<file path="config.mk">
export PLATFORM = sky130hd
export DESIGN_NAME = shell_quote_tokenizer_core
export DESIGN_NICKNAME = d
export VERILOG_FILES = /design/src/sqt_pkg.sv /design/src/shell_quote_tokenizer_core.sv /design/src/sqt_lexer.sv /design/src/sqt_serializer.sv
export SDC_FILE = /design/constraint.sdc
export NUM_CORES = 1
export LEC_CHECK = 0
export ABC_AREA = 1
export BUFFER_PORTS_ARGS = -buffer_cell sky130_fd_sc_hd__buf_4
export CORE_MARGIN = 5
export CORE_UTILIZATION = 35
export CTS_BUF_LIST = sky130_fd_sc_hd__clkbuf_2 sky130_fd_sc_hd__clkbuf_4 sky130_fd_sc_hd__clkbuf_8
export CTS_CLUSTER_DIAMETER = 30
export DETAILED_ROUTE_END_ITERATION = 10
export PLACE_DENSITY = 0.62
export RECOVER_POWER = 50
export SYNTH_ARGS = -nofsm -noshare
export SYNTH_HDL_FRONTEND = slang
export SYNTH_SLANG_ARGS = --single-unit
</file>
<file path="constraint.sdc">
create_clock -name aclk -period 6 [get_ports aclk]
set_input_delay 0.6 -clock aclk [delete_from_list [all_inputs] [get_ports aclk]]
set_output_delay 0.6 -clock aclk [all_outputs]
set_load 0.02 [all_outputs]
</file>
<file path="src/sqt_pkg.sv">
// Shared types and constants of the shell quote tokenizer.
`timescale 1ns / 1ps
`default_nettype none

package sqt_pkg;

    // Lexer modes.
    localparam logic [2:0] MODE_NORMAL = 3'd0;
    localparam logic [2:0] MODE_SQ     = 3'd1;
    localparam logic [2:0] MODE_DQ     = 3'd2;
    localparam logic [2:0] MODE_DQ_ESC = 3'd3;
    localparam logic [2:0] MODE_BS     = 3'd4;

    // Result kinds.
    localparam logic [1:0] KIND_BYTE     = 2'd0;
    localparam logic [1:0] KIND_WORD_END = 2'd1;
    localparam logic [1:0] KIND_LINE_END = 2'd2;

    // Most results a single input byte can cause.
    localparam int MaxResults = 4;
    localparam int IdxW       = $clog2(MaxResults);
    localparam int CntW       = $clog2(MaxResults + 1);

    // One result: flags bit 0 redir_out, 1 redir_err, 2 app_out, 3 app_err.
    typedef struct packed {
        logic [1:0] kind;
        logic [7:0] word_byte;
        logic [3:0] flags;
    } res_t;

    // All results of one input byte, in emission order.
    typedef struct packed {
        logic [CntW-1:0]            count;
        res_t [MaxResults-1:0]      items;
    } res_list_t;

endpackage

`default_nettype wire

</file>
<file path="src/shell_quote_tokenizer_core.sv">
// Top level of the shell quote tokenizer: input register, lexer and result register.
`timescale 1ns / 1ps
`default_nettype none

// Shell-style word tokenizer, one command-line byte per request.
//
// The slave channel carries one byte in s_tdata with s_tlast on the final
// byte of a line. The master channel returns the results of each byte in
// order: m_tuser gives the kind (word byte, word end, line end with flags),
// m_tdata carries the word byte and the four redirect flags, and m_tlast
// marks the last result caused by one input byte. A byte may cause no result
// (quote characters, separators between words, a bare backslash).
//
// A byte is held in an input register, then the lexer works out all of its
// results combinationally and loads them into the result register, which
// presents the first result. While the receiver is ready, a byte with at
// most one result sustains one byte per cycle; a byte with several results
// holds the result register until each is taken, with at most four (escape
// in double quotes plus word end plus line end).
//
// Reset (aresetn low at a clock edge) empties both registers and returns the
// lexer to the unquoted mode with no open word and all flags clear. When the
// receiver stalls, the result register holds its request and the input
// register fills, after which s_tready drops until results drain.
module shell_quote_tokenizer_core
    import sqt_pkg::*;
(
    input  wire logic        aclk,
    input  wire logic        aresetn,
    input  wire logic        s_tvalid,
    output logic             s_tready,
    input  wire logic [7:0]  s_tdata,   // [7:0] ch
    input  wire logic        s_tlast,   // line_end
    output logic             m_tvalid,
    input  wire logic        m_tready,
    output logic [15:0]      m_tdata,   // [7:0] word_byte, [8] redir_out, [9] redir_err,
                                        // [10] app_out, [11] app_err, [15:12] zero
    output logic [1:0]       m_tuser,   // [1:0] kind
    output logic             m_tlast    // run_last
);

    logic       in_valid_reg;
    logic [7:0] ch_reg;
    logic       last_reg;
    logic       ser_ready;
    logic       step;
    res_list_t  res_list;

    // The lexer state advances exactly when a held byte moves into the result register.
    assign step     = in_valid_reg && ser_ready;
    assign s_tready = !in_valid_reg || ser_ready;

    always_ff @(posedge aclk) begin
        if (!aresetn) begin
            in_valid_reg <= 1'b0;
        end else if (s_tvalid && s_tready) begin
            in_valid_reg <= 1'b1;
        end else if (step) begin
            in_valid_reg <= 1'b0;
        end
    end

    always_ff @(posedge aclk) begin
        if (s_tvalid && s_tready) begin
            ch_reg   <= s_tdata;
            last_reg <= s_tlast;
        end
    end

    sqt_lexer u_lexer (
        .aclk     (aclk),
        .aresetn  (aresetn),
        .step     (step),
        .ch       (ch_reg),
        .line_end (last_reg),
        .res_list (res_list)
    );

    sqt_serializer u_serializer (
        .aclk       (aclk),
        .aresetn    (aresetn),
        .load_valid (in_valid_reg),
        .load_list  (res_list),
        .load_ready (ser_ready),
        .m_tvalid   (m_tvalid),
        .m_tready   (m_tready),
        .m_tdata    (m_tdata),
        .m_tuser    (m_tuser),
        .m_tlast    (m_tlast)
    );

endmodule

`default_nettype wire

</file>
<file path="src/sqt_lexer.sv">
// Lexer state and the per-byte result list of the shell quote tokenizer.
`timescale 1ns / 1ps
`default_nettype none

module sqt_lexer
    import sqt_pkg::*;
(
    input  wire logic       aclk,
    input  wire logic       aresetn,
    input  wire logic       step,
    input  wire logic [7:0] ch,
    input  wire logic       line_end,
    output res_list_t       res_list
);

    typedef struct packed {
        logic [2:0]  len;
        logic [23:0] head;
    } word_t;

    // Append one byte: the first three bytes are kept, the length saturates at 7.
    function automatic word_t add_byte(word_t w, logic [7:0] b);
        word_t r;
        r = w;
        if (w.len < 3'd3) begin
            r.head = w.head | ({16'd0, b} << {w.len[1:0], 3'b000});
        end
        if (w.len != 3'd7) begin
            r.len = w.len + 3'd1;
        end
        return r;
    endfunction

    logic [2:0] mode_reg, mode_next;
    word_t      word_reg, word_next;
    logic [3:0] flags_reg, flags_next;

    logic       add_a, add_b, sep;
    word_t      word_a, word_b;
    logic [3:0] flags_mid;
    logic       word_end;
    logic [CntW-1:0] pos;

    always_comb begin
        mode_next = mode_reg;
        add_a     = 1'b0;
        add_b     = 1'b0;
        sep       = 1'b0;
        case (mode_reg)
            MODE_BS: begin
                add_b     = 1'b1;
                mode_next = MODE_NORMAL;
            end
            MODE_DQ_ESC: begin
                // Only the special characters drop the backslash.
                add_a     = !(ch inside {8'h5C, 8'h22, 8'h24, 8'h60, 8'h0A});
                add_b     = 1'b1;
                mode_next = MODE_DQ;
            end
            MODE_SQ: begin
                if (ch == 8'h27) begin
                    mode_next = MODE_NORMAL;
                end else begin
                    add_b = 1'b1;
                end
            end
            MODE_DQ: begin
                if (ch == 8'h22) begin
                    mode_next = MODE_NORMAL;
                end else if (ch == 8'h5C) begin
                    mode_next = MODE_DQ_ESC;
                end else begin
                    add_b = 1'b1;
                end
            end
            default: begin
                mode_next = MODE_NORMAL;
                if (ch == 8'h27) begin
                    mode_next = MODE_SQ;
                end else if (ch == 8'h22) begin
                    mode_next = MODE_DQ;
                end else if (ch == 8'h5C) begin
                    mode_next = MODE_BS;
                end else if (ch inside {8'h20, 8'h09}) begin
                    sep = 1'b1;
                end else begin
                    add_b = 1'b1;
                end
            end
        endcase

        word_a = add_a ? add_byte(word_reg, 8'h5C) : word_reg;
        word_b = add_b ? add_byte(word_a, ch) : word_a;

        // Redirect operators are recognized only when a separator closes the word.
        flags_mid = flags_reg;
        if (sep) begin
            if ((word_b.len == 3'd1 && word_b.head == 24'h00003E) ||
                (word_b.len == 3'd2 && word_b.head == 24'h003E31)) begin
                flags_mid[0] = 1'b1;
            end else if (word_b.len == 3'd2 && word_b.head == 24'h003E32) begin
                flags_mid[1] = 1'b1;
            end else if ((word_b.len == 3'd2 && word_b.head == 24'h003E3E) ||
                         (word_b.len == 3'd3 && word_b.head == 24'h3E3E31)) begin
                flags_mid[2] = 1'b1;
            end else if (word_b.len == 3'd3 && word_b.head == 24'h3E3E32) begin
                flags_mid[3] = 1'b1;
            end
        end
        word_end = (sep || line_end) && (word_b.len != 3'd0);

        res_list = '0;
        pos      = '0;
        if (add_a) begin
            res_list.items[pos[IdxW-1:0]] = '{KIND_BYTE, 8'h5C, 4'd0};
            pos = pos + 1'b1;
        end
        if (add_b) begin
            res_list.items[pos[IdxW-1:0]] = '{KIND_BYTE, ch, 4'd0};
            pos = pos + 1'b1;
        end
        if (word_end) begin
            res_list.items[pos[IdxW-1:0]] = '{KIND_WORD_END, 8'd0, 4'd0};
            pos = pos + 1'b1;
        end
        if (line_end) begin
            res_list.items[pos[IdxW-1:0]] = '{KIND_LINE_END, 8'd0, flags_mid};
            pos = pos + 1'b1;
        end
        res_list.count = pos;

        if (line_end) begin
            mode_next  = MODE_NORMAL;
            word_next  = '0;
            flags_next = '0;
        end else if (sep) begin
            word_next  = '0;
            flags_next = flags_mid;
        end else begin
            word_next  = word_b;
            flags_next = flags_reg;
        end
    end

    always_ff @(posedge aclk) begin
        if (!aresetn) begin
            mode_reg  <= MODE_NORMAL;
            word_reg  <= '0;
            flags_reg <= '0;
        end else if (step) begin
            mode_reg  <= mode_next;
            word_reg  <= word_next;
            flags_reg <= flags_next;
        end
    end

endmodule

`default_nettype wire

</file>
<file path="src/sqt_serializer.sv">
// Result register that hands out the results of one byte one per cycle while the receiver is ready.
`timescale 1ns / 1ps
`default_nettype none

module sqt_serializer
    import sqt_pkg::*;
(
    input  wire logic       aclk,
    input  wire logic       aresetn,
    input  wire logic       load_valid,
    input  wire res_list_t  load_list,
    output logic            load_ready,
    output logic            m_tvalid,
    input  wire logic       m_tready,
    output logic [15:0]     m_tdata,
    output logic [1:0]      m_tuser,
    output logic            m_tlast
);

    logic                        busy_reg;
    logic [CntW-1:0]             cnt_reg;
    logic [IdxW-1:0]             idx_reg;
    res_t [MaxResults-1:0]       items_reg;
    res_t                        cur;
    logic                        at_last;

    assign cur        = items_reg[idx_reg];
    assign at_last    = ({1'b0, idx_reg} + 1'b1) == cnt_reg;
    assign load_ready = !busy_reg || (m_tready && at_last);

    assign m_tvalid = busy_reg;
    assign m_tuser  = cur.kind;
    assign m_tlast  = at_last;
    assign m_tdata  = {4'd0, cur.flags, cur.word_byte};

    always_ff @(posedge aclk) begin
        if (!aresetn) begin
            busy_reg <= 1'b0;
            idx_reg  <= '0;
        end else if (load_ready) begin
            busy_reg <= load_valid && (load_list.count != '0);
            idx_reg  <= '0;
        end else if (busy_reg && m_tready) begin
            idx_reg  <= idx_reg + 1'b1;
        end
    end

    always_ff @(posedge aclk) begin
        if (load_ready && load_valid) begin
            cnt_reg   <= load_list.count;
            items_reg <= load_list.items;
        end
    end

endmodule

`default_nettype wire

</file>
==> metrics.yaml, run 1 <==
status:
  status: "complete, no violations"
placement:
  place_congestion: 0.889
  dpl_cell_area_sq_um: 5620
  port_buffers: 29
  dp.cells: 886
  hpwl_mm: 9.06
  pre_cts_ws_ns: 2.40
clocking:
  cts_resized: 0
  post-cts-setup-buffers: 0
  cts_tree: "done"
  clock_tree.buffer_depth: 2
  cts_sinks: 90
  insertion_delay_ns: 0.38
  cts-root-buf: "clkbuf_8"
  hold_buffers: 0
  clk_pin_slew_ns: 0.09
  cts_buffers: 9
  htreeDepth: 3
logic_synthesis:
  async_flop_share: 0
  post_synth_inst_count: 689
  synth_edf_count: 52
  yosysWarningCount: 0
  yosysSeqAreaShare: 0.441
  avgSynthCellArea_sq_um: 7.64
  synthDistinctLibCells: 38
  synth-main-ff-cell: "edfxtp_1"
  ys_ff_latch: 90
  netlist_area_sq_um: 5270
sta:
  worst_slack_ns: 1.91
  finalCritPeriodShare: 0.682
  hold_violations: 0
  drv_slew: 0
  hold_ws_ns: 0.419
  final.min_clock_period_ns: 4.09
  max_freq_mhz: 244
  tightest_slew_ns: 1.01
  setup_viol: 0
  tns_ns: 0
  rsz0062_at_grt: "false"
  relSlewSlack: 0.323
  clock_skew_ns: 0.0103
setup_path:
  worstPathArrival_ns: 4.39
  path_max_fanout: 51
  criticalPathCategory: "reg -> reg"
  endpoint_kind: "register"
  reg2reg_depth: 13
  startpoint_type: "register"
  cp_slowest_cell: "nor2_1"
  cp_common_cell: "nand2_1"
  slowest_delay_ns: 0.80
  timing.critical_path.required_ns: 6.30
  cp_cell_sequence: "clkbuf_1 -> ha_1 -> xor2_1 -> nor3_1 -> nand2_1 -> nand2_1 -> inv_1 -> nor2_4 -> buf_4 -> clkinv_1 -> nor2_1 -> nand2_1 -> a21oi_1"
final_layout:
  drive_above_1_share: 0.134
  finalNetCount: 740
  synthToLayoutAreaGrowth_pct: 9.36
  stdcell_area_sq_um: 5760
  fillCellCount: 1513
  final_core_util: 0.393
  largest_register_ffs: 40
  layout_common_cells: "nand2_1, nor2_1, inv_1, edfxtp_1, nand3_1"
  final_cells: 902
  final_common_cell: "nand2_1"
  antenna_cells: 0
hold_path:
  hp-class: "in -> reg"
  min_delay_path_depth: 1
power:
  p_total_mw: 1.43
  cellLeakagePower_nw: 2.47
  p_per_area_nw_per_um2: 249
  vdd_ir_drop_max_mv: 0.200
routing:
  final_antenna_net_count: 0
  num_vias: 4330
  vias_per_cell: 4.80
  wl_per_cell_um: 13.5
  dr.first_iter.drc_count: 303
  dr.pass1.iters: 5
  drc_errors: 0
  wirelength_mm: 12.2
floorplanning:
  io_pins: 34
  die_height_um: 133
  initial_core_util: 0.360
  dieWidth_um: 133
  row_count: 44
  dieArea_sq_um: 17600
  core_sq_um: 14600
grt:
  grt_start_max_net_pins: 52
  antenna_found_initial: 0
  grt_pass1_vias: 4012
  grt.total_usage: 0.143
  grt_pass1_wl_mm: 20.3
  grt_overflow: 0
job:
  maxCapViolations: 0
## cells in the mapped netlist (10+ instances only)
cell type | instances | area (sq um)
nand2_1 | 145 | 544
nor2_1 | 113 | 424
inv_1 | 80 | 300
edfxtp_1 | 52 | 1560
nand3_1 | 43 | 215
dfxtp_1 | 38 | 761
o21ai_0 | 28 | 140
a21oi_1 | 26 | 130
nor2_2 | 15 | 93.8
ha_1 | 14 | 175
nand2_2 | 13 | 81.3
nor3_1 | 13 | 65.1
clkbuf_1 | 12 | 45.0
inv_2 | 11 | 41.3
nand4_1 | 10 | 62.6
## critical path, delay by kind of cell, from the launching register on
| family | cells | cell delay, ns |
|---|---|---|
| buffers and inverters | 4 | 1.50 |
| adder cells (fa/ha/maj) | 1 | 0.39 |
| AO/OA/AOI/OAI | 1 | 0.16 |
| XOR/XNOR | 1 | 0.17 |
| flip-flops | 1 | 0.31 |
| AND/OR/NAND/NOR | 6 | 1.43 |
## layout make-up
class	instances	area, sq um	area share
Multi-Input combinational cell	487	2480	0.430
Sequential cell	90	2320	0.403
Inverter	93	349	0.0606
Tap cell	184	230	0.0400
Timing Repair Buffer	32	176	0.0306
Clock buffer	10	131	0.0228
Clock inverter	6	71.3	0.0124
## cell families after synthesis
| logic type | after synthesis | share of synthesized area |
|---|---|---|
| buffers and inverters | 115 | 0.0915 |
| XOR/XNOR | 6 | 0.00998 |
| flip-flops | 90 | 0.441 |
| adder cells (fa/ha/maj) | 14 | 0.0333 |
| AO/OA/AOI/OAI | 91 | 0.104 |
| other | 1 | 0.000712 |
| AND/OR/NAND/NOR | 372 | 0.320 |
## path summary, 6_finish.rpt
kind                            from                   end  slack [ns]
max          u_serializer.idx_reg[0]  u_lexer.word_reg[24]        1.91
min                          s_tlast              last_reg        0.42
max reg2reg  u_serializer.idx_reg[0]  u_lexer.word_reg[24]        1.91
min reg2reg     u_lexer.word_reg[13]  u_lexer.word_reg[13]        0.46
## where the power goes
group / internal (mW) / switching, mW
Clock: 0.203 / 0.232
Combinational: 0.0773 / 0.205
Sequential: 0.695 / 0.0199
Total: 0.975 / 0.457
## routing by layer
| layer | vias to the layer above | routed length [um] | GRT usage |
|---|---|---|---|
| met5 | - | 0 | 0 |
| met4 | 0 | 361 | 0.0606 |
| met3 | 23 | 667 | 0.0391 |
| met2 | 113 | 5220 | 0.211 |
| met1 | 1924 | 5930 | 0.198 |
| li1 | 2270 | - | - |
No activity file was read; power rests on OpenSTA's default activity.
==> inputs of run 2 (changes only) <==
- clock period: 6 -> 4 ns (I/O delays scaled with it)
==> metrics.yaml, run 2 (synthesized netlist as in run 1, its figures left out) <==
setup_path:
  endpoint_kind: "register"
  worstPathArrival_ns: 3.85  # -0.54 ns
  cp_slowest_cell: "edfxtp_1"
  criticalPathCategory: "reg -> reg"
  path_buf_inv: 9  # +5
  regToRegEndpoint: "u_serializer.items_reg[22]"
  cp_cell_sequence: "inv_2 -> nand2_1 -> nor2_1 -> nand2_1 -> o21ai_1 -> nand2_2 -> nand3_2 -> buf_4 -> inv_1 -> ha_1 -> inv_1 -> nor2_1 -> inv_2 -> nand2_2 -> inv_1 -> ha_1 -> nand2_1 -> inv_1 -> nor2_2 -> nand2_1 -> inv_1 -> nand2_1 -> inv_1"
  timing.critical_path.required_ns: 4.26  # -2.04 ns
  cp_common_cell: "inv_1"
  critical-path-top-delay-family: "simple AND/OR/NAND/NOR gates"
  startpoint_type: "register"
  rrSetupSlack_ns: 0.41  # -1.50 ns
  r2r-start: "ch_reg[2]"
  reg2reg_depth: 23  # +10
  path_max_fanout: 9  # -82%
  slowest_delay_ns: 0.49  # -0.31 ns
clocking:
  clock_tree.buffer_depth: 2  # unchanged
  cts_sinks: 90  # unchanged
  htreeDepth: 3  # unchanged
  cts-root-buf: "clkbuf_8"
  cts_tree: "done"
  insertion_delay_ns: 0.38  # about the same
  clk_pin_slew_ns: 0.09  # about the same
  cts_buffers: 9  # unchanged
floorplanning:
  row_count: 44  # unchanged
  core_sq_um: 14600  # unchanged
  initial_core_util: 0.360  # unchanged
  dieWidth_um: 133  # unchanged
  dieArea_sq_um: 17600  # unchanged
  io_pins: 34  # unchanged
  die_height_um: 133  # unchanged
placement:
  port_buffers: 29  # unchanged
  pre_cts_ws_ns: 0.333  # -2.07 ns
  dpl_cell_area_sq_um: 5650  # +0.53%
  place_congestion: 0.931  # +4.8%
  dp.cells: 890  # +0.45%
  hpwl_mm: 9.04  # -0.22%
final_layout:
  final_common_cell: "nand2_1"
  fillCellCount: 1558  # +3.0%
  largest_register_ffs: 40  # unchanged
  stdcell_area_sq_um: 5840  # +1.5%
  finalNetCount: 752  # +1.6%
  layout_common_cells: "nand2_1, nor2_1, inv_1, edfxtp_1, nand3_1"
  multi_input_area_sq_um: 2480  # unchanged
  synthToLayoutAreaGrowth_pct: 11.0
  antenna_cells: 0  # unchanged
  final_core_util: 0.399  # +0.00572
  seq_area_sq_um: 2320  # unchanged
  final_cells: 914  # +1.3%
  drive_above_1_share: 0.152  # +0.0184
sta:
  max_freq_mhz: 278  # +14%
  relSlewSlack: 0.366  # +0.0430
  worst_slack_ns: 0.406  # -1.50 ns
  hold_violations: 0  # unchanged
  clock_skew_ns: 0.0114  # +0.00114 ns
  tns_ns: 0  # unchanged
  tightest_slew_ns: 0.951  # -0.0608 ns
  hold_ws_ns: 0.213  # -0.206 ns
  drv_slew: 0  # unchanged
  finalCritPeriodShare: 0.899  # +0.216
  final.min_clock_period_ns: 3.59  # -0.499 ns
  setup_viol: 0  # unchanged
power:
  vdd_ir_drop_max_mv: 0.204  # +2.0%
  p_per_area_nw_per_um2: 363  # +46%
  cellLeakagePower_nw: 2.53  # +2.3%
  p_total_mw: 2.12  # +48%
grt:
  grt_pass1_wl_mm: 20.0  # -1.2%
  grt_start_max_net_pins: 51  # -1.9%
  grt.total_usage: 0.140  # -0.00318
  grt_overflow: 0  # unchanged
  antenna_found_initial: 0  # unchanged
  grt_pass1_vias: 4064  # +1.3%
routing:
  wl_met1_mm: 5.98  # +0.89%
  vias_per_cell: 4.82  # +0.31%
  wl_per_cell_um: 13.3  # -1.5%
  num_vias: 4401  # +1.6%
  final_antenna_net_count: 0  # unchanged
  top_layer: "met4"
  dr.first_iter.drc_count: 250  # -17%
  drc_errors: 0  # unchanged
  met3_length_um: 479  # -28%
  wirelength_mm: 12.1  # -0.21%
  dr.pass1.iters: 5  # unchanged
  wl_met2_mm: 5.50  # +5.4%
hold_path:
  hp-class: "in -> reg"
  hold_start: "s_tdata[3]"
  holdPathEnd: "ch_reg[3]"
  min_delay_path_depth: 1  # unchanged
status:
  status: "complete, no violations"
job:
  maxCapViolations: 0  # unchanged
-- run 2: routing by layer --
| layer | vias up | GRT usage |
|---|---|---|
| met3 | 10 | 0.0326 |
| met4 | 0 | 0.0445 |
| met1 | 2026 | 0.189 |
| met5 | - | 0 |
| li1 | 2297 | - |
| met2 | 68 | 0.223 |
-- run 2: report_power, final --
group          internal [mW]  leakage [nW]  switching, mW
sequential              1.04         0.804         0.0291
clock                  0.256        0.0998          0.356
combinational          0.130          1.63          0.308
-- run 2: worst reg2reg max path, stage by stage (launching register included) --
cell      delay, ns
edfxtp_1       0.49
inv_2          0.13
nand2_1        0.06
nor2_1         0.21
nand2_1        0.12
o21ai_1        0.18
nand2_2        0.13
nand3_2        0.22
buf_4          0.20
inv_1          0.07
ha_1           0.29
inv_1          0.05
nor2_1         0.12
inv_2          0.09
nand2_2        0.11
inv_1          0.07
ha_1           0.19
nand2_1        0.11
inv_1          0.11
nor2_2         0.20
nand2_1        0.09
inv_1          0.11
nand2_1        0.07
inv_1          0.06
-- run 2: worst max-delay path by stage --
stage                                  startpoint                         end  cells past startpoint
final                                   ch_reg[2]  u_serializer.items_reg[22]                     23
after global routing                    ch_reg[3]  u_serializer.items_reg[22]                     23
after CTS                               ch_reg[3]   u_serializer.items_reg[5]                     21
after detailed placement                ch_reg[3]   u_serializer.items_reg[5]                     21
after global placement                  ch_reg[3]   u_serializer.items_reg[5]                     21
after floorplan           u_serializer.idx_reg[1]        u_lexer.word_reg[24]                     12
-- run 2: repair_timing --
| item | CTS | global route |
|---|---|---|
| setup buffers | 0 | 8 |
| resized for setup | 0 | 2 |
| hold buffers | 0 | 0 |
| endpoints found under the setup margin | 0 | 9 |
-- run 2: cell type report --
cell class,count,area share
multi-input combinational,487,0.424
sequential,90,0.398
inverter,93,0.0598
timing repair buffer,44,0.0463
tap,184,0.0394
clock buffer,10,0.0236
clock inverter,6,0.00942
==> inputs of run 3 (changes only) <==
- PLACE_DENSITY: 0.62 -> 0.64
- clock period: 4 -> 3.2 ns (I/O delays scaled with it)
==> metrics.yaml, run 3 (synthesized netlist as in run 1, its figures left out) <==
grt:
  grt_pass1_vias: 4215  # +3.7%
  grt_pass1_wl_mm: 20.8  # +4.0%
  grt.total_usage: 0.146  # +0.00643
  grt_overflow: 0  # unchanged
  grt_start_max_net_pins: 50  # -2.0%
  antenna_found_initial: 0  # unchanged
floorplanning:
  dieWidth_um: 133  # unchanged
  io_pins: 34  # unchanged
  dieArea_sq_um: 17600  # unchanged
  die_height_um: 133  # unchanged
  core_sq_um: 14600  # unchanged
  initial_core_util: 0.360  # unchanged
  row_count: 44  # unchanged
setup_path:
  cp_slowest_cell: "edfxtp_1"
  timing.critical_path.required_ns: 3.45  # -0.81 ns
  worstPathArrival_ns: 3.25  # -0.60 ns
  slowest_delay_ns: 0.47  # -0.02 ns
  cp_cell_sequence: "inv_2 -> nand2_2 -> nor2_1 -> nand2_1 -> nand2_2 -> nor2_4 -> nand4_1 -> nand2_4 -> nand2_1 -> inv_1 -> nand3_1 -> nand2_2 -> nand2_1 -> o21ai_2 -> inv_2 -> ha_1 -> nand2_1 -> inv_1 -> nor3_2 -> buf_4 -> nand3_1 -> inv_1"
  path_max_fanout: 6  # -3
  startpoint_type: "register"
  criticalPathCategory: "reg -> reg"
  cp_common_cell: "nand2_1"
  endpoint_kind: "register"
job:
  maxCapViolations: 0  # unchanged
clocking:
  insertion_delay_ns: 0.38  # about the same
  htreeDepth: 3  # unchanged
  cts-root-buf: "clkbuf_8"
  clock_tree.buffer_depth: 2  # unchanged
  hold_buffers: 0  # unchanged
  clk_pin_slew_ns: 0.09  # about the same
  cts_tree: "done"
  cts_buffers: 9  # unchanged
  cts_sinks: 90  # unchanged
sta:
  final.min_clock_period_ns: 3.00  # -0.595 ns
  relSlewSlack: 0.468  # +0.102
  worst_slack_ns: 0.201  # -0.205 ns
  hold_violations: 0  # unchanged
  setup_viol: 0  # unchanged
  drv_slew: 0  # unchanged
  finalCritPeriodShare: 0.937  # +0.0387
  max_freq_mhz: 333  # +20%
  clock_skew_ns: 0.0134  # +0.00200 ns
  tns_ns: 0  # unchanged
  tightest_slew_ns: 0.797  # -0.154 ns
  rsz0062_at_grt: "true"
routing:
  num_vias: 4620  # +5.0%
  vias_per_cell: 4.79  # -0.57%
  dr.first_iter.drc_count: 357  # +43%
  drc_errors: 0  # unchanged
  wl_per_cell_um: 13.2  # -0.43%
  final_antenna_net_count: 0  # unchanged
  dr.pass1.iters: 5  # unchanged
  wirelength_mm: 12.8  # +5.1%
power:
  vdd_ir_drop_max_mv: 0.346  # +69%
  cellLeakagePower_nw: 2.79  # +10%
  p_per_area_nw_per_um2: 433  # +19%
final_layout:
  antenna_cells: 0  # unchanged
  final_core_util: 0.434  # +0.0355
  drive_above_1_share: 0.237  # +0.0848
  finalNetCount: 803  # +6.8%
  synthToLayoutAreaGrowth_pct: 20.8
  layout_common_cells: "nand2_1, nor2_1, inv_1, buf_4, edfxtp_1"
  final_common_cell: "nand2_1"
  largest_register_ffs: 40  # unchanged
placement:
  hpwl_mm: 9.42  # +4.1%
  pre_cts_ws_ns: 0.00129  # -0.332 ns
  place_congestion: 0.906  # -2.7%
  port_buffers: 29  # unchanged
status:
  status: "complete, no violations"
hold_path:
  hp-class: "in -> reg"
==> run 3: critical path: cells and delay by family, from the launching register on <==
kind | cells | cell delay (ns)
fa+ha+maj | 1 | 0.17
simple gates | 14 | 1.59
buf+inv | 6 | 0.54
compound gates | 1 | 0.09
flops | 1 | 0.47
==> run 3: final timing paths <==
kind                                             endpoint                 from  cells after the start  slack (ns)
worst max register to register  u_serializer.items_reg[4]            ch_reg[4]                     22        0.20
worst max-delay path            u_serializer.items_reg[4]            ch_reg[4]                     22        0.20
worst min register to register        u_lexer.word_reg[6]  u_lexer.word_reg[6]                      2        0.47
worst min-delay path                            ch_reg[4]           s_tdata[4]                      1        0.14
==> run 3: per-layer routing <==
metal,GRT usage,vias up,wire length (um),share of wire
met1,0.195,2066,5860,0.46
met4,0.0595,0,295,0.023
met3,0.0349,20,789,0.062
li1,-,2403,-,-
met2,0.229,131,5830,0.46
met5,0,-,0,0
==> run 3: per-stage QoR <==
step	hold WS, ns	instance area (sq um)	std cells	power, mW
finish	0.141	6360	965	2.76
global route	0.115	6360	965	2.91
CTS	0.0950	6190	950	2.76
detailed placement	0.449	6000	934	2.00
global placement	0.447	6000	934	2.00
floorplan	0.419	5290	692	1.77
==> run 3: where the power goes <==
group | leakage [nW] | internal [mW] | switching (mW)
clock network | 0.0966 | 0.304 | 0.445
logic | 1.89 | 0.247 | 0.427
registers | 0.804 | 1.30 | 0.0317
total | 2.79 | 1.85 | 0.904
==> run 3: area by class of cell <==
class,count,area (sq um)
fill,1471,8280
multi-input combinational,487,2600
sequential,90,2320
timing repair buffer,95,672
inverter,93,350
tap,184,230
clock buffer,10,131
clock inverter,6,51.3
==> run 3: timing repair <==
action	4_1_cts	5_1_grt
pin swaps	0	7
endpoints found under the setup margin	4	40
setup buffers	0	15
cloned	0	0
gates resized for setup	2	30
endpoints found under the hold margin	0	0
